**config.mk**
```make
export PLATFORM = sky130hd
export DESIGN_NAME = flux_moment_accumulator_flat
export DESIGN_NICKNAME = d
export VERILOG_FILES = /design/src/hdl/fma_pkg.sv /design/src/hdl/fma_if.sv /design/src/hdl/fma_queue.sv /design/src/hdl/fma_front.sv /design/src/hdl/fma_back.sv /design/src/hdl/flux_moment_accumulator.sv /design/src/flat_wrapper.sv
export SDC_FILE = /design/constraint.sdc
export NUM_CORES = 2
export LEC_CHECK = 0
export BUFFER_PORTS_ARGS = -buffer_cell sky130_fd_sc_hd__clkbuf_2
export CAP_MARGIN = 20
export CORE_MARGIN = 1.5
export CORE_UTILIZATION = 40
export CTS_CLUSTER_SIZE = 8
export DETAILED_ROUTE_END_ITERATION = 7
export PLACE_DENSITY_LB_ADDON = 0.15
export SETUP_SLACK_MARGIN = 0.05
export SLEW_MARGIN = 20
export SYNTH_ARGS = -nofsm -noshare
export SYNTH_HDL_FRONTEND = slang
export SYNTH_SLANG_ARGS = --single-unit
```
**constraint.sdc**
```tcl
create_clock -name clk -period 32.1 [get_ports clk]
set_clock_uncertainty 0.2 [all_clocks]
set_input_delay 9.63 -clock clk [delete_from_list [all_inputs] [get_ports clk]]
set_output_delay 9.63 -clock clk [all_outputs]
set_load 0.005 [all_outputs]
```
**src/hdl/fma_pkg.sv**
```systemverilog
// shared types and constants of the flux moment accumulator
`timescale 1ns / 1ps

package fma_pkg;

    // voxel flux width, Q16.8
    localparam int FLUX_W = 24;
    // fraction bits of a centroid
    localparam int FRAC_W = 8;
    // depth of the object queue between front and back
    localparam int QUEUE_DEPTH = 2;

    typedef enum logic [2:0] {
        ST_IDLE,
        ST_ABS,
        ST_CHECK,
        ST_DIV,
        ST_EMIT
    } fma_state_t;

    typedef enum logic [1:0] {
        AXIS_X,
        AXIS_Y,
        AXIS_Z
    } fma_axis_t;

    typedef struct packed {
        logic full;
        logic empty;
    } fma_q_stat_t;

endpackage

```
**src/hdl/fma_if.sv**
```systemverilog
// channel interfaces: voxel beats, result beats and the configuration write
`timescale 1ns / 1ps

interface fma_voxel_if #(
    parameter int COORD_BITS = 12
);
    logic                             valid;
    logic                             ready;
    logic        [COORD_BITS-1:0]     pos_x;
    logic        [COORD_BITS-1:0]     pos_y;
    logic        [COORD_BITS-1:0]     pos_z;
    logic signed [fma_pkg::FLUX_W-1:0] flux;
    logic                             member;
    logic                             last;

    modport source (output valid, pos_x, pos_y, pos_z, flux, member, last, input ready);
    modport sink (input valid, pos_x, pos_y, pos_z, flux, member, last, output ready);
endinterface

interface fma_result_if #(
    parameter int COORD_BITS = 12,
    parameter int COUNT_BITS = 16
);
    localparam int FSUM_W = fma_pkg::FLUX_W + COUNT_BITS;
    localparam int CEN_W  = COORD_BITS + fma_pkg::FRAC_W;

    logic                             valid;
    logic                             ready;
    logic signed [FSUM_W-1:0]         total_flux;
    logic signed [fma_pkg::FLUX_W-1:0] peak_flux;
    logic        [COORD_BITS-1:0]     peak_x;
    logic        [COORD_BITS-1:0]     peak_y;
    logic        [COORD_BITS-1:0]     peak_z;
    logic        [CEN_W-1:0]          centroid_x;
    logic        [CEN_W-1:0]          centroid_y;
    logic        [CEN_W-1:0]          centroid_z;
    logic                             zero_total;
    logic                             centroid_clipped;

    modport source (
        output valid, total_flux, peak_flux, peak_x, peak_y, peak_z,
               centroid_x, centroid_y, centroid_z, zero_total, centroid_clipped,
        input  ready
    );
    modport sink (
        input  valid, total_flux, peak_flux, peak_x, peak_y, peak_z,
               centroid_x, centroid_y, centroid_z, zero_total, centroid_clipped,
        output ready
    );
endinterface

interface fma_cfg_if;
    logic valid;
    logic ready;
    logic negative_source;

    modport source (output valid, negative_source, input ready);
    modport sink (input valid, negative_source, output ready);
endinterface

```
**src/hdl/fma_queue.sv**
```systemverilog
// short object queue between the accumulating front and the dividing back
`timescale 1ns / 1ps

module fma_queue #(
    parameter int DATA_W = 256
) (
    input  logic                 clk,
    input  logic                 rst_n,
    input  logic                 push,
    input  logic [DATA_W-1:0]    push_data,
    input  logic                 pop,
    output logic [DATA_W-1:0]    head_data,
    output fma_pkg::fma_q_stat_t stat
);

    localparam int PTR_W = (fma_pkg::QUEUE_DEPTH > 1) ? $clog2(fma_pkg::QUEUE_DEPTH) : 1;
    localparam int CNT_W = $clog2(fma_pkg::QUEUE_DEPTH + 1);

    logic [DATA_W-1:0] mem [fma_pkg::QUEUE_DEPTH];
    logic [PTR_W-1:0]  wr_ptr_reg;
    logic [PTR_W-1:0]  rd_ptr_reg;
    logic [CNT_W-1:0]  count_reg;

    function automatic logic [PTR_W-1:0] ptr_inc(input logic [PTR_W-1:0] p);
        return (p == PTR_W'(fma_pkg::QUEUE_DEPTH - 1)) ? '0 : p + PTR_W'(1);
    endfunction

    assign stat.full  = (count_reg == CNT_W'(fma_pkg::QUEUE_DEPTH));
    assign stat.empty = (count_reg == '0);
    assign head_data  = mem[rd_ptr_reg];

    always_ff @(posedge clk)
    begin
        if (push)
        begin
            mem[wr_ptr_reg] <= push_data;
        end
    end

    always_ff @(posedge clk or negedge rst_n)
    begin
        if (!rst_n)
        begin
            wr_ptr_reg <= '0;
            rd_ptr_reg <= '0;
            count_reg  <= '0;
        end
        else
        begin
            if (push)
            begin
                wr_ptr_reg <= ptr_inc(wr_ptr_reg);
            end
            if (pop)
            begin
                rd_ptr_reg <= ptr_inc(rd_ptr_reg);
            end
            if (push && !pop)
            begin
                count_reg <= count_reg + CNT_W'(1);
            end
            else if (pop && !push)
            begin
                count_reg <= count_reg - CNT_W'(1);
            end
        end
    end

endmodule

```
**src/hdl/fma_front.sv**
```systemverilog
// front: takes voxel beats, forms products, accumulates moments and tracks the peak
`timescale 1ns / 1ps

module fma_front #(
    parameter int COORD_BITS = 12,
    parameter int COUNT_BITS = 16
) (
    input  logic                              clk,
    input  logic                              rst_n,
    fma_voxel_if.sink                         vox,
    input  logic                              negative_source,
    input  logic                              queue_full,
    output logic                              push,
    output logic signed [fma_pkg::FLUX_W+COUNT_BITS-1:0]            fsum,
    output logic signed [fma_pkg::FLUX_W+COORD_BITS+COUNT_BITS-1:0] wsum_x,
    output logic signed [fma_pkg::FLUX_W+COORD_BITS+COUNT_BITS-1:0] wsum_y,
    output logic signed [fma_pkg::FLUX_W+COORD_BITS+COUNT_BITS-1:0] wsum_z,
    output logic signed [fma_pkg::FLUX_W-1:0]                       peak_value,
    output logic        [COORD_BITS-1:0]                            peak_x,
    output logic        [COORD_BITS-1:0]                            peak_y,
    output logic        [COORD_BITS-1:0]                            peak_z
);

    localparam int FLUX_W = fma_pkg::FLUX_W;
    localparam int FSUM_W = FLUX_W + COUNT_BITS;
    localparam int WSUM_W = FLUX_W + COORD_BITS + COUNT_BITS;
    localparam int PROD_W = FLUX_W + COORD_BITS;

    // product stage
    logic                     s1_valid_reg;
    logic                     s1_member_reg;
    logic                     s1_last_reg;
    logic signed [FLUX_W-1:0] s1_flux_reg;
    logic [COORD_BITS-1:0]    s1_x_reg;
    logic [COORD_BITS-1:0]    s1_y_reg;
    logic [COORD_BITS-1:0]    s1_z_reg;
    logic signed [PROD_W-1:0] s1_prod_x_reg;
    logic signed [PROD_W-1:0] s1_prod_y_reg;
    logic signed [PROD_W-1:0] s1_prod_z_reg;

    // accumulator stage
    logic signed [FSUM_W-1:0] fsum_reg;
    logic signed [WSUM_W-1:0] wsum_x_reg;
    logic signed [WSUM_W-1:0] wsum_y_reg;
    logic signed [WSUM_W-1:0] wsum_z_reg;
    logic signed [FLUX_W-1:0] peak_reg;
    logic [COORD_BITS-1:0]    peak_x_reg;
    logic [COORD_BITS-1:0]    peak_y_reg;
    logic [COORD_BITS-1:0]    peak_z_reg;
    logic                     seen_reg;

    logic signed [PROD_W-1:0] prod_x;
    logic signed [PROD_W-1:0] prod_y;
    logic signed [PROD_W-1:0] prod_z;
    logic signed [FSUM_W-1:0] flux_ext;
    logic                     s1_adv;
    logic                     take;
    logic                     vox_accept;

    // coordinates are non-negative, so a zero top bit keeps them positive
    assign prod_x = PROD_W'($signed({1'b0, vox.pos_x})) * PROD_W'(vox.flux);
    assign prod_y = PROD_W'($signed({1'b0, vox.pos_y})) * PROD_W'(vox.flux);
    assign prod_z = PROD_W'($signed({1'b0, vox.pos_z})) * PROD_W'(vox.flux);

    // the stage moves on unless an end of object meets a full queue
    assign s1_adv     = s1_valid_reg && !(s1_last_reg && queue_full);
    assign vox.ready  = !s1_valid_reg || s1_adv;
    assign vox_accept = vox.valid && vox.ready;
    assign push       = s1_adv && s1_last_reg;
    assign flux_ext   = FSUM_W'(s1_flux_reg);

    always_comb
    begin
        take = !seen_reg ||
               (negative_source ? (s1_flux_reg < peak_reg) : (s1_flux_reg > peak_reg));
        fsum       = fsum_reg;
        wsum_x     = wsum_x_reg;
        wsum_y     = wsum_y_reg;
        wsum_z     = wsum_z_reg;
        peak_value = peak_reg;
        peak_x     = peak_x_reg;
        peak_y     = peak_y_reg;
        peak_z     = peak_z_reg;
        if (s1_member_reg)
        begin
            fsum   = fsum_reg + flux_ext;
            wsum_x = wsum_x_reg + WSUM_W'(s1_prod_x_reg);
            wsum_y = wsum_y_reg + WSUM_W'(s1_prod_y_reg);
            wsum_z = wsum_z_reg + WSUM_W'(s1_prod_z_reg);
            if (take)
            begin
                peak_value = s1_flux_reg;
                peak_x     = s1_x_reg;
                peak_y     = s1_y_reg;
                peak_z     = s1_z_reg;
            end
        end
    end

    always_ff @(posedge clk)
    begin
        if (vox_accept)
        begin
            s1_member_reg <= vox.member;
            s1_last_reg   <= vox.last;
            s1_flux_reg   <= vox.flux;
            s1_x_reg      <= vox.pos_x;
            s1_y_reg      <= vox.pos_y;
            s1_z_reg      <= vox.pos_z;
            s1_prod_x_reg <= prod_x;
            s1_prod_y_reg <= prod_y;
            s1_prod_z_reg <= prod_z;
        end
    end

    always_ff @(posedge clk or negedge rst_n)
    begin
        if (!rst_n)
        begin
            s1_valid_reg <= 1'b0;
            fsum_reg     <= '0;
            wsum_x_reg   <= '0;
            wsum_y_reg   <= '0;
            wsum_z_reg   <= '0;
            peak_reg     <= '0;
            peak_x_reg   <= '0;
            peak_y_reg   <= '0;
            peak_z_reg   <= '0;
            seen_reg     <= 1'b0;
        end
        else
        begin
            if (vox_accept)
            begin
                s1_valid_reg <= 1'b1;
            end
            else if (s1_adv)
            begin
                s1_valid_reg <= 1'b0;
            end
            if (s1_adv)
            begin
                if (s1_last_reg)
                begin
                    // object handed to the queue, start afresh
                    fsum_reg   <= '0;
                    wsum_x_reg <= '0;
                    wsum_y_reg <= '0;
                    wsum_z_reg <= '0;
                    peak_reg   <= '0;
                    peak_x_reg <= '0;
                    peak_y_reg <= '0;
                    peak_z_reg <= '0;
                    seen_reg   <= 1'b0;
                end
                else
                begin
                    fsum_reg   <= fsum;
                    wsum_x_reg <= wsum_x;
                    wsum_y_reg <= wsum_y;
                    wsum_z_reg <= wsum_z;
                    peak_reg   <= peak_value;
                    peak_x_reg <= peak_x;
                    peak_y_reg <= peak_y;
                    peak_z_reg <= peak_z;
                    seen_reg   <= seen_reg || s1_member_reg;
                end
            end
        end
    end

endmodule

```
**src/hdl/fma_back.sv**
```systemverilog
// back: divides the three moments by the total one bit a cycle and holds the result beat
`timescale 1ns / 1ps

module fma_back #(
    parameter int COORD_BITS = 12,
    parameter int COUNT_BITS = 16
) (
    input  logic                              clk,
    input  logic                              rst_n,
    input  logic                              head_valid,
    input  logic signed [fma_pkg::FLUX_W+COUNT_BITS-1:0]            head_fsum,
    input  logic signed [fma_pkg::FLUX_W+COORD_BITS+COUNT_BITS-1:0] head_wsum_x,
    input  logic signed [fma_pkg::FLUX_W+COORD_BITS+COUNT_BITS-1:0] head_wsum_y,
    input  logic signed [fma_pkg::FLUX_W+COORD_BITS+COUNT_BITS-1:0] head_wsum_z,
    input  logic signed [fma_pkg::FLUX_W-1:0]                       head_peak,
    input  logic        [COORD_BITS-1:0]                            head_peak_x,
    input  logic        [COORD_BITS-1:0]                            head_peak_y,
    input  logic        [COORD_BITS-1:0]                            head_peak_z,
    output logic                              pop,
    fma_result_if.source                      res
);

    localparam int FLUX_W = fma_pkg::FLUX_W;
    localparam int FRAC_W = fma_pkg::FRAC_W;
    localparam int FSUM_W = FLUX_W + COUNT_BITS;
    localparam int WSUM_W = FLUX_W + COORD_BITS + COUNT_BITS;
    localparam int CEN_W  = COORD_BITS + FRAC_W;
    localparam int CNT_W  = $clog2(CEN_W);

    fma_pkg::fma_state_t state_reg;
    fma_pkg::fma_state_t state_next;
    fma_pkg::fma_axis_t  axis_reg;

    logic [FSUM_W-1:0] fa_reg;
    logic              fneg_reg;
    logic              zero_reg;
    logic [WSUM_W-1:0] wa_reg;
    logic              wneg_reg;
    logic [FSUM_W-1:0] rem_reg;
    logic [CEN_W-1:0]  dvd_reg;
    logic [CEN_W-1:0]  quo_reg;
    logic [CNT_W-1:0]  cnt_reg;
    logic [CEN_W-1:0]  cen_reg [3];
    logic              clip_reg;

    logic              out_valid_reg;
    logic signed [FSUM_W-1:0] out_total_reg;
    logic signed [FLUX_W-1:0] out_peak_reg;
    logic [COORD_BITS-1:0]    out_px_reg;
    logic [COORD_BITS-1:0]    out_py_reg;
    logic [COORD_BITS-1:0]    out_pz_reg;
    logic [CEN_W-1:0]         out_cx_reg;
    logic [CEN_W-1:0]         out_cy_reg;
    logic [CEN_W-1:0]         out_cz_reg;
    logic                     out_zero_reg;
    logic                     out_clip_reg;

    logic signed [WSUM_W-1:0] w_sel;
    logic [FSUM_W:0]          rem_sh;
    logic [FSUM_W:0]          diff;
    logic                     ge;
    logic [CEN_W-1:0]         quo_next;
    logic                     over;
    logic                     axis_done;
    logic [CEN_W-1:0]         cen_val;
    logic                     cen_clip;
    logic                     load_out;

    // one restoring step: shift in the next dividend bit, subtract if it fits
    assign rem_sh   = {rem_reg, dvd_reg[CEN_W-1]};
    assign diff     = rem_sh - {1'b0, fa_reg};
    assign ge       = !diff[FSUM_W];
    assign quo_next = {quo_reg[CEN_W-2:0], ge};
    // quotient beyond the Q12.8 range exactly when |w| >= |f| * 2^COORD_BITS
    assign over     = (wa_reg >= {fa_reg, {COORD_BITS{1'b0}}});

    always_comb
    begin
        unique case (axis_reg)
            fma_pkg::AXIS_X: w_sel = head_wsum_x;
            fma_pkg::AXIS_Y: w_sel = head_wsum_y;
            fma_pkg::AXIS_Z: w_sel = head_wsum_z;
            default:         w_sel = head_wsum_x;
        endcase
    end

    always_comb
    begin
        state_next = state_reg;
        pop        = 1'b0;
        load_out   = 1'b0;
        axis_done  = 1'b0;
        cen_val    = '0;
        cen_clip   = 1'b0;
        unique case (state_reg)
            fma_pkg::ST_IDLE:
            begin
                if (head_valid)
                begin
                    state_next = fma_pkg::ST_ABS;
                end
            end
            fma_pkg::ST_ABS:
            begin
                state_next = fma_pkg::ST_CHECK;
            end
            fma_pkg::ST_CHECK:
            begin
                if (zero_reg)
                begin
                    axis_done = 1'b1;
                end
                else if (over)
                begin
                    axis_done = 1'b1;
                    cen_clip  = 1'b1;
                    cen_val   = (wneg_reg != fneg_reg) ? '0 : {CEN_W{1'b1}};
                end
                else
                begin
                    state_next = fma_pkg::ST_DIV;
                end
            end
            fma_pkg::ST_DIV:
            begin
                if (cnt_reg == '0)
                begin
                    axis_done = 1'b1;
                    if (quo_next != '0)
                    begin
                        if (wneg_reg != fneg_reg)
                        begin
                            cen_clip = 1'b1;
                        end
                        else
                        begin
                            cen_val = quo_next;
                        end
                    end
                end
            end
            fma_pkg::ST_EMIT:
            begin
                if (!out_valid_reg || res.ready)
                begin
                    load_out   = 1'b1;
                    pop        = 1'b1;
                    state_next = fma_pkg::ST_IDLE;
                end
            end
            default:
            begin
                state_next = fma_pkg::ST_IDLE;
            end
        endcase
        if (axis_done)
        begin
            state_next = (axis_reg == fma_pkg::AXIS_Z) ? fma_pkg::ST_EMIT : fma_pkg::ST_ABS;
        end
    end

    always_ff @(posedge clk or negedge rst_n)
    begin
        if (!rst_n)
        begin
            state_reg <= fma_pkg::ST_IDLE;
        end
        else
        begin
            state_reg <= state_next;
        end
    end

    always_ff @(posedge clk or negedge rst_n)
    begin
        if (!rst_n)
        begin
            axis_reg      <= fma_pkg::AXIS_X;
            out_valid_reg <= 1'b0;
        end
        else
        begin
            if (state_reg == fma_pkg::ST_IDLE)
            begin
                axis_reg <= fma_pkg::AXIS_X;
            end
            else if (axis_done)
            begin
                unique case (axis_reg)
                    fma_pkg::AXIS_X: axis_reg <= fma_pkg::AXIS_Y;
                    fma_pkg::AXIS_Y: axis_reg <= fma_pkg::AXIS_Z;
                    default:         axis_reg <= fma_pkg::AXIS_X;
                endcase
            end
            if (load_out)
            begin
                out_valid_reg <= 1'b1;
            end
            else if (res.ready)
            begin
                out_valid_reg <= 1'b0;
            end
        end
    end

    always_ff @(posedge clk)
    begin
        unique case (state_reg)
            fma_pkg::ST_IDLE:
            begin
                fa_reg   <= head_fsum[FSUM_W-1] ? FSUM_W'(-head_fsum) : FSUM_W'(head_fsum);
                fneg_reg <= head_fsum[FSUM_W-1];
                zero_reg <= (head_fsum == '0);
                clip_reg <= 1'b0;
            end
            fma_pkg::ST_ABS:
            begin
                wa_reg   <= w_sel[WSUM_W-1] ? WSUM_W'(-w_sel) : WSUM_W'(w_sel);
                wneg_reg <= w_sel[WSUM_W-1];
            end
            fma_pkg::ST_CHECK:
            begin
                rem_reg <= wa_reg[WSUM_W-1:COORD_BITS];
                dvd_reg <= {wa_reg[COORD_BITS-1:0], {FRAC_W{1'b0}}};
                quo_reg <= '0;
                cnt_reg <= CNT_W'(CEN_W - 1);
            end
            fma_pkg::ST_DIV:
            begin
                rem_reg <= ge ? diff[FSUM_W-1:0] : rem_sh[FSUM_W-1:0];
                dvd_reg <= {dvd_reg[CEN_W-2:0], 1'b0};
                quo_reg <= quo_next;
                cnt_reg <= cnt_reg - CNT_W'(1);
            end
            default:
            begin
            end
        endcase
        if (axis_done)
        begin
            cen_reg[axis_reg] <= cen_val;
            clip_reg          <= clip_reg || cen_clip;
        end
        if (load_out)
        begin
            out_total_reg <= head_fsum;
            out_peak_reg  <= head_peak;
            out_px_reg    <= head_peak_x;
            out_py_reg    <= head_peak_y;
            out_pz_reg    <= head_peak_z;
            out_cx_reg    <= cen_reg[fma_pkg::AXIS_X];
            out_cy_reg    <= cen_reg[fma_pkg::AXIS_Y];
            out_cz_reg    <= cen_reg[fma_pkg::AXIS_Z];
            out_zero_reg  <= zero_reg;
            out_clip_reg  <= clip_reg;
        end
    end

    assign res.valid            = out_valid_reg;
    assign res.total_flux       = out_total_reg;
    assign res.peak_flux        = out_peak_reg;
    assign res.peak_x           = out_px_reg;
    assign res.peak_y           = out_py_reg;
    assign res.peak_z           = out_pz_reg;
    assign res.centroid_x       = out_cx_reg;
    assign res.centroid_y       = out_cy_reg;
    assign res.centroid_z       = out_cz_reg;
    assign res.zero_total       = out_zero_reg;
    assign res.centroid_clipped = out_clip_reg;

endmodule

```
**src/hdl/flux_moment_accumulator.sv**
```systemverilog
// top level: flux-weighted centroid and peak of one detected object
`timescale 1ns / 1ps
// voxel beats are taken one per cycle unless a full queue holds up the end of an object;
// a beat's products are registered, then added, and an object's sums enter the queue
// while its last beat is in the product stage; the back takes one object at a time, its
// one-bit-a-cycle divider shared across x, y and z; the queue holds two objects
// asynchronous active-low reset clears all accumulators, the queue, the back's
// state machine, the output valid and negative_source; no clearing pass is needed

module flux_moment_accumulator #(
    parameter int COORD_BITS = 12,
    parameter int COUNT_BITS = 16
) (
    input  logic          clk,
    input  logic          rst_n,
    fma_voxel_if.sink     vox,
    fma_cfg_if.sink       cfg,
    fma_result_if.source  res
);

    localparam int FLUX_W  = fma_pkg::FLUX_W;
    localparam int FSUM_W  = FLUX_W + COUNT_BITS;
    localparam int WSUM_W  = FLUX_W + COORD_BITS + COUNT_BITS;
    localparam int ENTRY_W = FSUM_W + 3 * WSUM_W + FLUX_W + 3 * COORD_BITS;

    // configuration register, always ready
    logic neg_src_reg;

    // front outputs: the finished sums of an object
    logic                     push;
    logic signed [FSUM_W-1:0] f_fsum;
    logic signed [WSUM_W-1:0] f_wsum_x;
    logic signed [WSUM_W-1:0] f_wsum_y;
    logic signed [WSUM_W-1:0] f_wsum_z;
    logic signed [FLUX_W-1:0] f_peak;
    logic [COORD_BITS-1:0]    f_peak_x;
    logic [COORD_BITS-1:0]    f_peak_y;
    logic [COORD_BITS-1:0]    f_peak_z;

    // queue head seen by the back
    logic [ENTRY_W-1:0]       q_head;
    fma_pkg::fma_q_stat_t     q_stat;
    logic                     pop;
    logic signed [FSUM_W-1:0] h_fsum;
    logic signed [WSUM_W-1:0] h_wsum_x;
    logic signed [WSUM_W-1:0] h_wsum_y;
    logic signed [WSUM_W-1:0] h_wsum_z;
    logic signed [FLUX_W-1:0] h_peak;
    logic [COORD_BITS-1:0]    h_peak_x;
    logic [COORD_BITS-1:0]    h_peak_y;
    logic [COORD_BITS-1:0]    h_peak_z;

    assign cfg.ready = 1'b1;

    always_ff @(posedge clk or negedge rst_n)
    begin
        if (!rst_n)
        begin
            neg_src_reg <= 1'b0;
        end
        else if (cfg.valid && cfg.ready)
        begin
            neg_src_reg <= cfg.negative_source;
        end
    end

    // front: product stage and accumulators, one beat a cycle unless the queue stalls
    fma_front #(
        .COORD_BITS (COORD_BITS),
        .COUNT_BITS (COUNT_BITS)
    ) u_front (
        .clk             (clk),
        .rst_n           (rst_n),
        .vox             (vox),
        .negative_source (neg_src_reg),
        .queue_full      (q_stat.full),
        .push            (push),
        .fsum            (f_fsum),
        .wsum_x          (f_wsum_x),
        .wsum_y          (f_wsum_y),
        .wsum_z          (f_wsum_z),
        .peak_value      (f_peak),
        .peak_x          (f_peak_x),
        .peak_y          (f_peak_y),
        .peak_z          (f_peak_z)
    );

    // finished objects wait here while the divider works on the one at the head
    fma_queue #(
        .DATA_W (ENTRY_W)
    ) u_queue (
        .clk       (clk),
        .rst_n     (rst_n),
        .push      (push),
        .push_data ({f_fsum, f_wsum_x, f_wsum_y, f_wsum_z,
                     f_peak, f_peak_x, f_peak_y, f_peak_z}),
        .pop       (pop),
        .head_data (q_head),
        .stat      (q_stat)
    );

    assign {h_fsum, h_wsum_x, h_wsum_y, h_wsum_z,
            h_peak, h_peak_x, h_peak_y, h_peak_z} = q_head;

    // back: centroid division and the output register
    fma_back #(
        .COORD_BITS (COORD_BITS),
        .COUNT_BITS (COUNT_BITS)
    ) u_back (
        .clk         (clk),
        .rst_n       (rst_n),
        .head_valid  (!q_stat.empty),
        .head_fsum   (h_fsum),
        .head_wsum_x (h_wsum_x),
        .head_wsum_y (h_wsum_y),
        .head_wsum_z (h_wsum_z),
        .head_peak   (h_peak),
        .head_peak_x (h_peak_x),
        .head_peak_y (h_peak_y),
        .head_peak_z (h_peak_z),
        .pop         (pop),
        .res         (res)
    );

    // an object is never handed over into a full queue
    a_push_not_full: assert property (@(posedge clk) disable iff (!rst_n)
        push |-> !q_stat.full)
        else $error("object pushed into a full queue");

    // the back only releases an object that is there
    a_pop_not_empty: assert property (@(posedge clk) disable iff (!rst_n)
        pop |-> !q_stat.empty)
        else $error("object popped from an empty queue");

    // the voxel side only stalls on back pressure from the queue
    a_stall_cause: assert property (@(posedge clk) disable iff (!rst_n)
        !vox.ready |-> q_stat.full)
        else $error("voxel beat refused with room in the queue");

endmodule
```
**src/flat_wrapper.sv**
```systemverilog
// flat-port wrapper written by rule: the top's interface ports become plain ports
module flux_moment_accumulator_flat 
#(
    parameter int COORD_BITS = 12,
    parameter int COUNT_BITS = 16
)
  (clk, rst_n, vox_valid, vox_pos_x, vox_pos_y, vox_pos_z, vox_flux, vox_member, vox_last, vox_ready, cfg_valid, cfg_negative_source, cfg_ready, res_valid, res_total_flux, res_peak_flux, res_peak_x, res_peak_y, res_peak_z, res_centroid_x, res_centroid_y, res_centroid_z, res_zero_total, res_centroid_clipped, res_ready);
  fma_voxel_if #(.COORD_BITS(COORD_BITS)) vox_i ();
  fma_cfg_if cfg_i ();
  fma_result_if #(.COORD_BITS(COORD_BITS), .COUNT_BITS(COUNT_BITS)) res_i ();
  input  logic clk;
  input  logic rst_n;
  input wire logic [$bits(vox_i.valid)-1:0] vox_valid;
  input wire logic [$bits(vox_i.pos_x)-1:0] vox_pos_x;
  input wire logic [$bits(vox_i.pos_y)-1:0] vox_pos_y;
  input wire logic [$bits(vox_i.pos_z)-1:0] vox_pos_z;
  input wire logic [$bits(vox_i.flux)-1:0] vox_flux;
  input wire logic [$bits(vox_i.member)-1:0] vox_member;
  input wire logic [$bits(vox_i.last)-1:0] vox_last;
  output wire logic [$bits(vox_i.ready)-1:0] vox_ready;
  input wire logic [$bits(cfg_i.valid)-1:0] cfg_valid;
  input wire logic [$bits(cfg_i.negative_source)-1:0] cfg_negative_source;
  output wire logic [$bits(cfg_i.ready)-1:0] cfg_ready;
  output wire logic [$bits(res_i.valid)-1:0] res_valid;
  output wire logic [$bits(res_i.total_flux)-1:0] res_total_flux;
  output wire logic [$bits(res_i.peak_flux)-1:0] res_peak_flux;
  output wire logic [$bits(res_i.peak_x)-1:0] res_peak_x;
  output wire logic [$bits(res_i.peak_y)-1:0] res_peak_y;
  output wire logic [$bits(res_i.peak_z)-1:0] res_peak_z;
  output wire logic [$bits(res_i.centroid_x)-1:0] res_centroid_x;
  output wire logic [$bits(res_i.centroid_y)-1:0] res_centroid_y;
  output wire logic [$bits(res_i.centroid_z)-1:0] res_centroid_z;
  output wire logic [$bits(res_i.zero_total)-1:0] res_zero_total;
  output wire logic [$bits(res_i.centroid_clipped)-1:0] res_centroid_clipped;
  input wire logic [$bits(res_i.ready)-1:0] res_ready;
  assign vox_i.valid = vox_valid;
  assign vox_i.pos_x = vox_pos_x;
  assign vox_i.pos_y = vox_pos_y;
  assign vox_i.pos_z = vox_pos_z;
  assign vox_i.flux = vox_flux;
  assign vox_i.member = vox_member;
  assign vox_i.last = vox_last;
  assign vox_ready = vox_i.ready;
  assign cfg_i.valid = cfg_valid;
  assign cfg_i.negative_source = cfg_negative_source;
  assign cfg_ready = cfg_i.ready;
  assign res_valid = res_i.valid;
  assign res_total_flux = res_i.total_flux;
  assign res_peak_flux = res_i.peak_flux;
  assign res_peak_x = res_i.peak_x;
  assign res_peak_y = res_i.peak_y;
  assign res_peak_z = res_i.peak_z;
  assign res_centroid_x = res_i.centroid_x;
  assign res_centroid_y = res_i.centroid_y;
  assign res_centroid_z = res_i.centroid_z;
  assign res_zero_total = res_i.zero_total;
  assign res_centroid_clipped = res_i.centroid_clipped;
  assign res_i.ready = res_ready;
  flux_moment_accumulator #(.COORD_BITS(COORD_BITS), .COUNT_BITS(COUNT_BITS)) u_core (.clk(clk), .rst_n(rst_n), .vox(vox_i), .cfg(cfg_i), .res(res_i));
endmodule
```
After elaboration in Yosys (flattened, before gate mapping). Memories as Yosys holds them, arrays and structs flattened. A register that Yosys moved wholly into a read port is not among the register bits. Index checks and enable logic that the tools add are counted. Widths: inputs -> output; s select.

Output and inout port bits: 165. Bits of input ports: 68. Memories: 2. Word-level logic and storage cells: 180. Bits in registers: 721. Memory bits (writable): 572.

Memories: u_core.u_queue.mem (words 2, width 256, rd ports 1, clocked after Yosys merged registers in 0, write ports 1, line fma_queue.sv:19) `logic [DATA_W-1:0] mem [fma_pkg::QUEUE_DEPTH];`; u_core.u_back.cen_reg (words 3, width 20, rd ports 3, clocked after Yosys merged registers in 3, write ports 1, line fma_back.sv:43) `logic [CEN_W-1:0] cen_reg [3];`.

Add/subtract/negate cells: 12. Magnitude comparators: 3. Multipliers: 3. Equality and inequality tests: 13. Reductions and logical operators: 30. Mux-type cells: 72.

Operator list (count): $mux 52 (6); $add 52x36->52 (3); $mux 20 (6); $mux 40 (3); $mul 13x24->36 (3); $mux 12 (9); $pmux 52 s2 (1); $pmux 20 s2 (2); $pmux 40 s2 (1); $mux 24 (3); $ge 52x52->1 (1); $neg 52->52 (1); $mux 51 (1); $sub 41x40->41 (1); $add 40x24->40 (1); $logic_not 40->1 (1); $neg 40->40 (1); $mux 39 (1); $pmux 19 s2 (1); $gt 24x24->1 (1); $lt 24x24->1 (1); $mux 1 (23); $reduce_bool 20->1 (1); $mux 3 (6); other kinds (25) (55).

Logic depth before layout (Yosys ltp).
Depth in word-level cells: 9. Mapped depth: 25. Depth with buffers taken out: 23.

Hierarchy. A second synthesis with hierarchy kept.

Cells, all modules: 8897. Area, all modules: 98752.2 um^2.

Modules (own cells, without submodules): fma_front (cells each 6475, area an instance 59283.1 um^2, times used 1); fma_back (cells each 1604, area an instance 19742.7 um^2, times used 1); fma_queue (cells each 813, area an instance 19671.4 um^2, times used 1); flux_moment_accumulator (cells each 5, area an instance 55.1 um^2, times used 1).

Worst setup path before layout. No wires, ideal clock.

Kind: input-to-reg. Start point: input port vox_flux[9]. End point: register u_core.u_front.s1_prod_y_reg[34] (data pin). Path buffers: 2. Required time: 31.639 ns. Arrival time: 15.176 ns. Library setup time: 0.261 ns. Path slack: 16.464 ns. Stages on the path: 19. Cell sequence: clkbuf_1 -> clkbuf_1 -> nand2_1 -> fa_1 -> fa_1 -> inv_1 -> fa_1 -> fa_1 -> inv_1 -> fa_1 -> inv_1 -> ha_1 -> or4_1 -> o21a_1 -> a221o_1 -> a41o_1 -> a211oi_1 -> a21oi_1 -> o311a_1.

Word-level cells in the longest chain between the ends: 1.

Ends and longest elaborated chain: start, declared (line flat_wrapper.sv:17) `input wire logic [$bits(vox_i.flux)-1:0] vox_flux;`; $mul 13x24->36 (line fma_front.sv:62) `assign prod_y = PROD_W'($signed({1'b0, vox.pos_y})) * PROD_W'(vox.flux);`; named net u_core.u_front.prod_y[34] (line fma_front.sv:53) `logic signed [PROD_W-1:0] prod_y;`; end signal, assigned (line fma_front.sv:111) `s1_prod_y_reg <= prod_y;`; end, declared (line fma_front.sv:38) `logic signed [PROD_W-1:0] s1_prod_y_reg;`.

The timed path passes the listed nets, and every way through them passes these cells. A chain may end at the register's enable or synchronous reset.

Worst setup path in the final report.
Start point: input port vox_pos_x[8]. End point: register u_core.u_front.s1_prod_x_reg[35] (data pin).

Word-level cells in the longest chain between the ends: 1.

Ends and longest elaborated chain: start, declared (line flat_wrapper.sv:14) `input wire logic [$bits(vox_i.pos_x)-1:0] vox_pos_x;`; $mul 13x24->36 (line fma_front.sv:61) `assign prod_x = PROD_W'($signed({1'b0, vox.pos_x})) * PROD_W'(vox.flux);`; named net u_core.u_front.prod_x[35] (line fma_front.sv:52) `logic signed [PROD_W-1:0] prod_x;`; end signal, assigned (line fma_front.sv:110) `s1_prod_x_reg <= prod_x;`; end, declared (line fma_front.sv:37) `logic signed [PROD_W-1:0] s1_prod_x_reg;`.

The timed path passes the listed nets, and every way through them passes these cells.

==> impl_results.md <==
* Status: complete, no violations
* Mapped cell area at 96460 µm²
* WP data required at approximately 32 ns
* Async set-reset flop share out of synthesis at 20.00%
* Combinational Power Share at 60.2%
* Worst hold slack at a little over 0.2 ns
* Synth area leaders: edfxtp_1 33%, fa_1 16%, ha_1 7.0%
* Cell Area, Placed at roughly 100000 µm²
* Slew Limit Fails at 0
* Fin util at 44.45%
* Post-Syn Instances at approximately 8.7k
* Fmax at ~0.064 GHz
* Kind of critical path: input pin to register
* CP Launch Type: input pin
* Clk pin slew, worst setup/hold paths at 0.05 ns
* Sequential fraction of the synthesis area at roughly two fifths
* Synth Area per Inst at 11.04 µm²
* IO Pins at 233
* Post-synthesis mux area share at between 4 and 5%
* Core area at 240100 µm²
* Dpl cells at approximately 12k
* Leakage power at around 47 nW
* Pre-Repair DR Iteration Count at 5
* Clk buf depth at 3
* Internal cell power at roughly 6.9 mW
* Initial DRC count at approximately 4.6k
* Root Driver: clkbuf_16
* Reg power frac at about 25%
* EDFF count, synth at ~1.1k
* Routed length per instance at 22.58 µm
* Minimum clock period after layout at between 15 and 20 ns
* Data arrival, critical path at about 16 ns
* Switching Fraction at a little under half
* DR vias at 65.78k
* Port bufs at between 200 and 250
* Top-area cell type share of the netlist area at between 30% and 40%
* Period utilisation layout at ~50%
* Synth Area in Adders at between 20% and 30%
* Pwr Density at 119.6 nW/µm²
* Synth warn at 0
* Nets at 10.22k
* Drt via density at roughly 5.4
* Top-count cell post-synth: inv_1
* RSZ-0062 raised after global routing: no
* Cts bufs inserted at between 150 and 200
* Setup_tns at 0 ns
* Initial antenna violation count at 19
* Number of setup violations in the final report at 0
* Post_cts resized at 0
* Peak supply drop at between 0.09 and 0.1 mV
* Post-synth top area cell: edfxtp_1
* Worst hold path class: register to register
* Die area at between 200000 and 250000 µm²
* Measured slew at the worst slew-check pin at 1.100 ns
* CP max FO at 25
* Htree depth at 4
* # DRC at 0
* Vias in the first global route at between 60k and 70k
* Max-slew headroom at a little over a quarter
* Synthesized Nets at 10.12k
* Xor/xnor share of the synthesized area at between 3 and 4%
* Die width at ~490 µm
* Area Growth Syn to Fin at 10.63%
* Net switching power at about 5.8 mW
* First-pass GRT wire length at 419.6 mm
* Combinational family with the most area after synthesis: adder cells
* # rows at 180
* Post-synth cell types at between 80 and 90
* Max Cap Viol at 0
* GP Congestion at between 0.8 and 0.9
* Largest net degree at the start of global routing at 142
* Post-CTS setup buffers at 0
* Share of cells above drive strength 1 at ~10%
* Initial core utilization at between 40% and 50%
* CTS tree: built
* Total track usage at ~23%
* Final wirelength at ~280 mm
* Total clock sinks at around 1.3k
* Synth Register Bits at 1345
* Post-detail-place hpwl at roughly 200 mm
* Clk_lat worst skew at about 0.86 ns
* Synth Flop Type: edfxtp_1
* Max reg flops at slightly above 500
* Most frequent cells after synthesis: 1203 x inv_1, 1076 x edfxtp_1, 842 x nand2_1
* Final Cell Area at 106700 µm²
* Simple-Gate Fraction of Synth Area at 10.16%
* Grt ovf at 0
* Final hold vios at 0
* Hold bufs inserted after CTS at 0
* Filler cells at between 20k and 25k
* CP Capture Type: register
* Routed Antenna Nets at 0
* Compound-Gate Fraction of Synth Area at 11.55%
* Finished Layout Cells at between 10k and 15k
* Die height at about 490 µm
* Clock share of power at between 10% and 20%
metrics by stage:
step                      worst slack, ns  power, mW
final                               16.36      12.76
after global routing                16.12      13.73
after CTS                           16.44      12.83
after detailed placement            15.56      10.81
after global placement              15.61      10.74
after floorplan                     16.46      8.417
kinds of logic after synthesis:
kind of cell / Yosys count
flops: 1345
other cells: 1
fa+ha+maj: 1313
mux: 398
compound gates: 1627
xor+xnor: 417
buf+inv: 1619
simple gates: 2021
power groups by stage:
stage / logic (mW) / registers (mW) / clock network, mW
floorplan: 5.37 / 3.05 / 0
finish: 7.68 / 3.14 / 1.95
global placement: 7.59 / 3.15 / 0
global route: 8.49 / 3.18 / 2.06
detailed placement: 7.65 / 3.16 / 0
CTS: 7.70 / 3.13 / 2.00
layout by cell type (no fill, tap or decap), types with 13 or more instances in the layout:
master | synthesis | layout
inv_1 | 1203 | 1201
edfxtp_1 | 1076 | 1076
nand2_1 | 842 | 839
fa_1 | 770 | 770
ha_1 | 543 | 540
and2_1 | 431 | 429
a21oi_1 | 381 | 381
mux2_2 | 300 | 300
o21ai_0 | 270 | 270
xnor2_1 | 269 | 268
dfrtp_1 | 269 | 268
nor2_1 | 261 | 255
a21o_1 | 247 | 247
a22o_1 | 230 | 230
clkbuf_2 | 0 | 230
clkbuf_16 | 0 | 192
xor2_1 | 148 | 148
clkbuf_1 | 361 | 139
nand3_1 | 89 | 89
buf_4 | 4 | 87
mux2i_1 | 85 | 84
nor3_1 | 66 | 64
o21bai_1 | 60 | 60
nor2b_1 | 59 | 58
o31ai_1 | 57 | 57
and3_1 | 58 | 57
nand4_1 | 57 | 57
o21a_1 | 54 | 54
a221oi_1 | 53 | 53
o211ai_1 | 52 | 52
nand2b_1 | 48 | 48
a221o_1 | 37 | 37
a31oi_1 | 36 | 36
a211oi_1 | 28 | 28
or3_1 | 24 | 23
nor4_1 | 22 | 21
a21boi_0 | 15 | 15
a211o_1 | 15 | 15
and4_1 | 13 | 13
worst max-delay path, cell delays in order:
cell and delay, ns:
clkbuf_2 0.48, and2_1 0.39, fa_1 0.50, inv_1 0.05, fa_1 0.53, inv_1 0.05
fa_1 0.46, fa_1 0.50, inv_1 0.05, fa_1 0.48, inv_1 0.05, ha_1 0.34
a21o_1 0.18, a21o_1 0.17, a21oi_1 0.29, o21ai_0 0.15, a31oi_1 0.37, o31ai_1 0.26
a41o_1 0.34, a31o_2 0.29, a211o_1 0.26, a21oi_1 0.17, xnor2_1 0.08
metal layers:
layer / vias up / share of wire (%) / track usage, %
met5: - / 0.041 / 0
met4: 16 / 3.1 / 7.337
met3: 387 / 5.0 / 3.073
met2: 1727 / 46 / 36.64
met1: 33520 / 46 / 31.34
li1: 30130 / - / -
worst paths after layout:
kind	startpoint	to	slack [ns]	depth (start not counted)
worst max-delay path	vox_pos_x[8]	u_core.u_front.s1_prod_x_reg[35]	16.36	23
worst min-delay path	u_core.u_back.cen_reg[2][2]	res_centroid_z[2]	0.20	0
worst max register to register	u_core.u_back.axis_reg[0]	u_core.u_back.wa_reg[40]	26.21	14
worst min register to register	u_core.u_back.cen_reg[2][2]	res_centroid_z[2]	0.20	0
max in group asynchronous	rst_n	u_core.u_front.peak_y_reg[4]	20.54	4
min in group asynchronous	rst_n	u_core.u_front.wsum_y_reg[46]	8.46	1
cell type report:
class | instances | area, µm² | area share (%)
multi-input combinational | 5777 | 51420 | 48.18
tap | 3185 | 3985 | 3.734
inverter | 1205 | 4528 | 4.243
clock inverter | 21 | 396.6 | 0.3717
clock buffer | 338 | 5423 | 5.081
antenna | 6 | 15.01 | 0.01407
sequential | 1345 | 39050 | 36.59
timing repair buffer | 323 | 1904 | 1.784
Note: power is estimated with default switching activity, not from simulation.
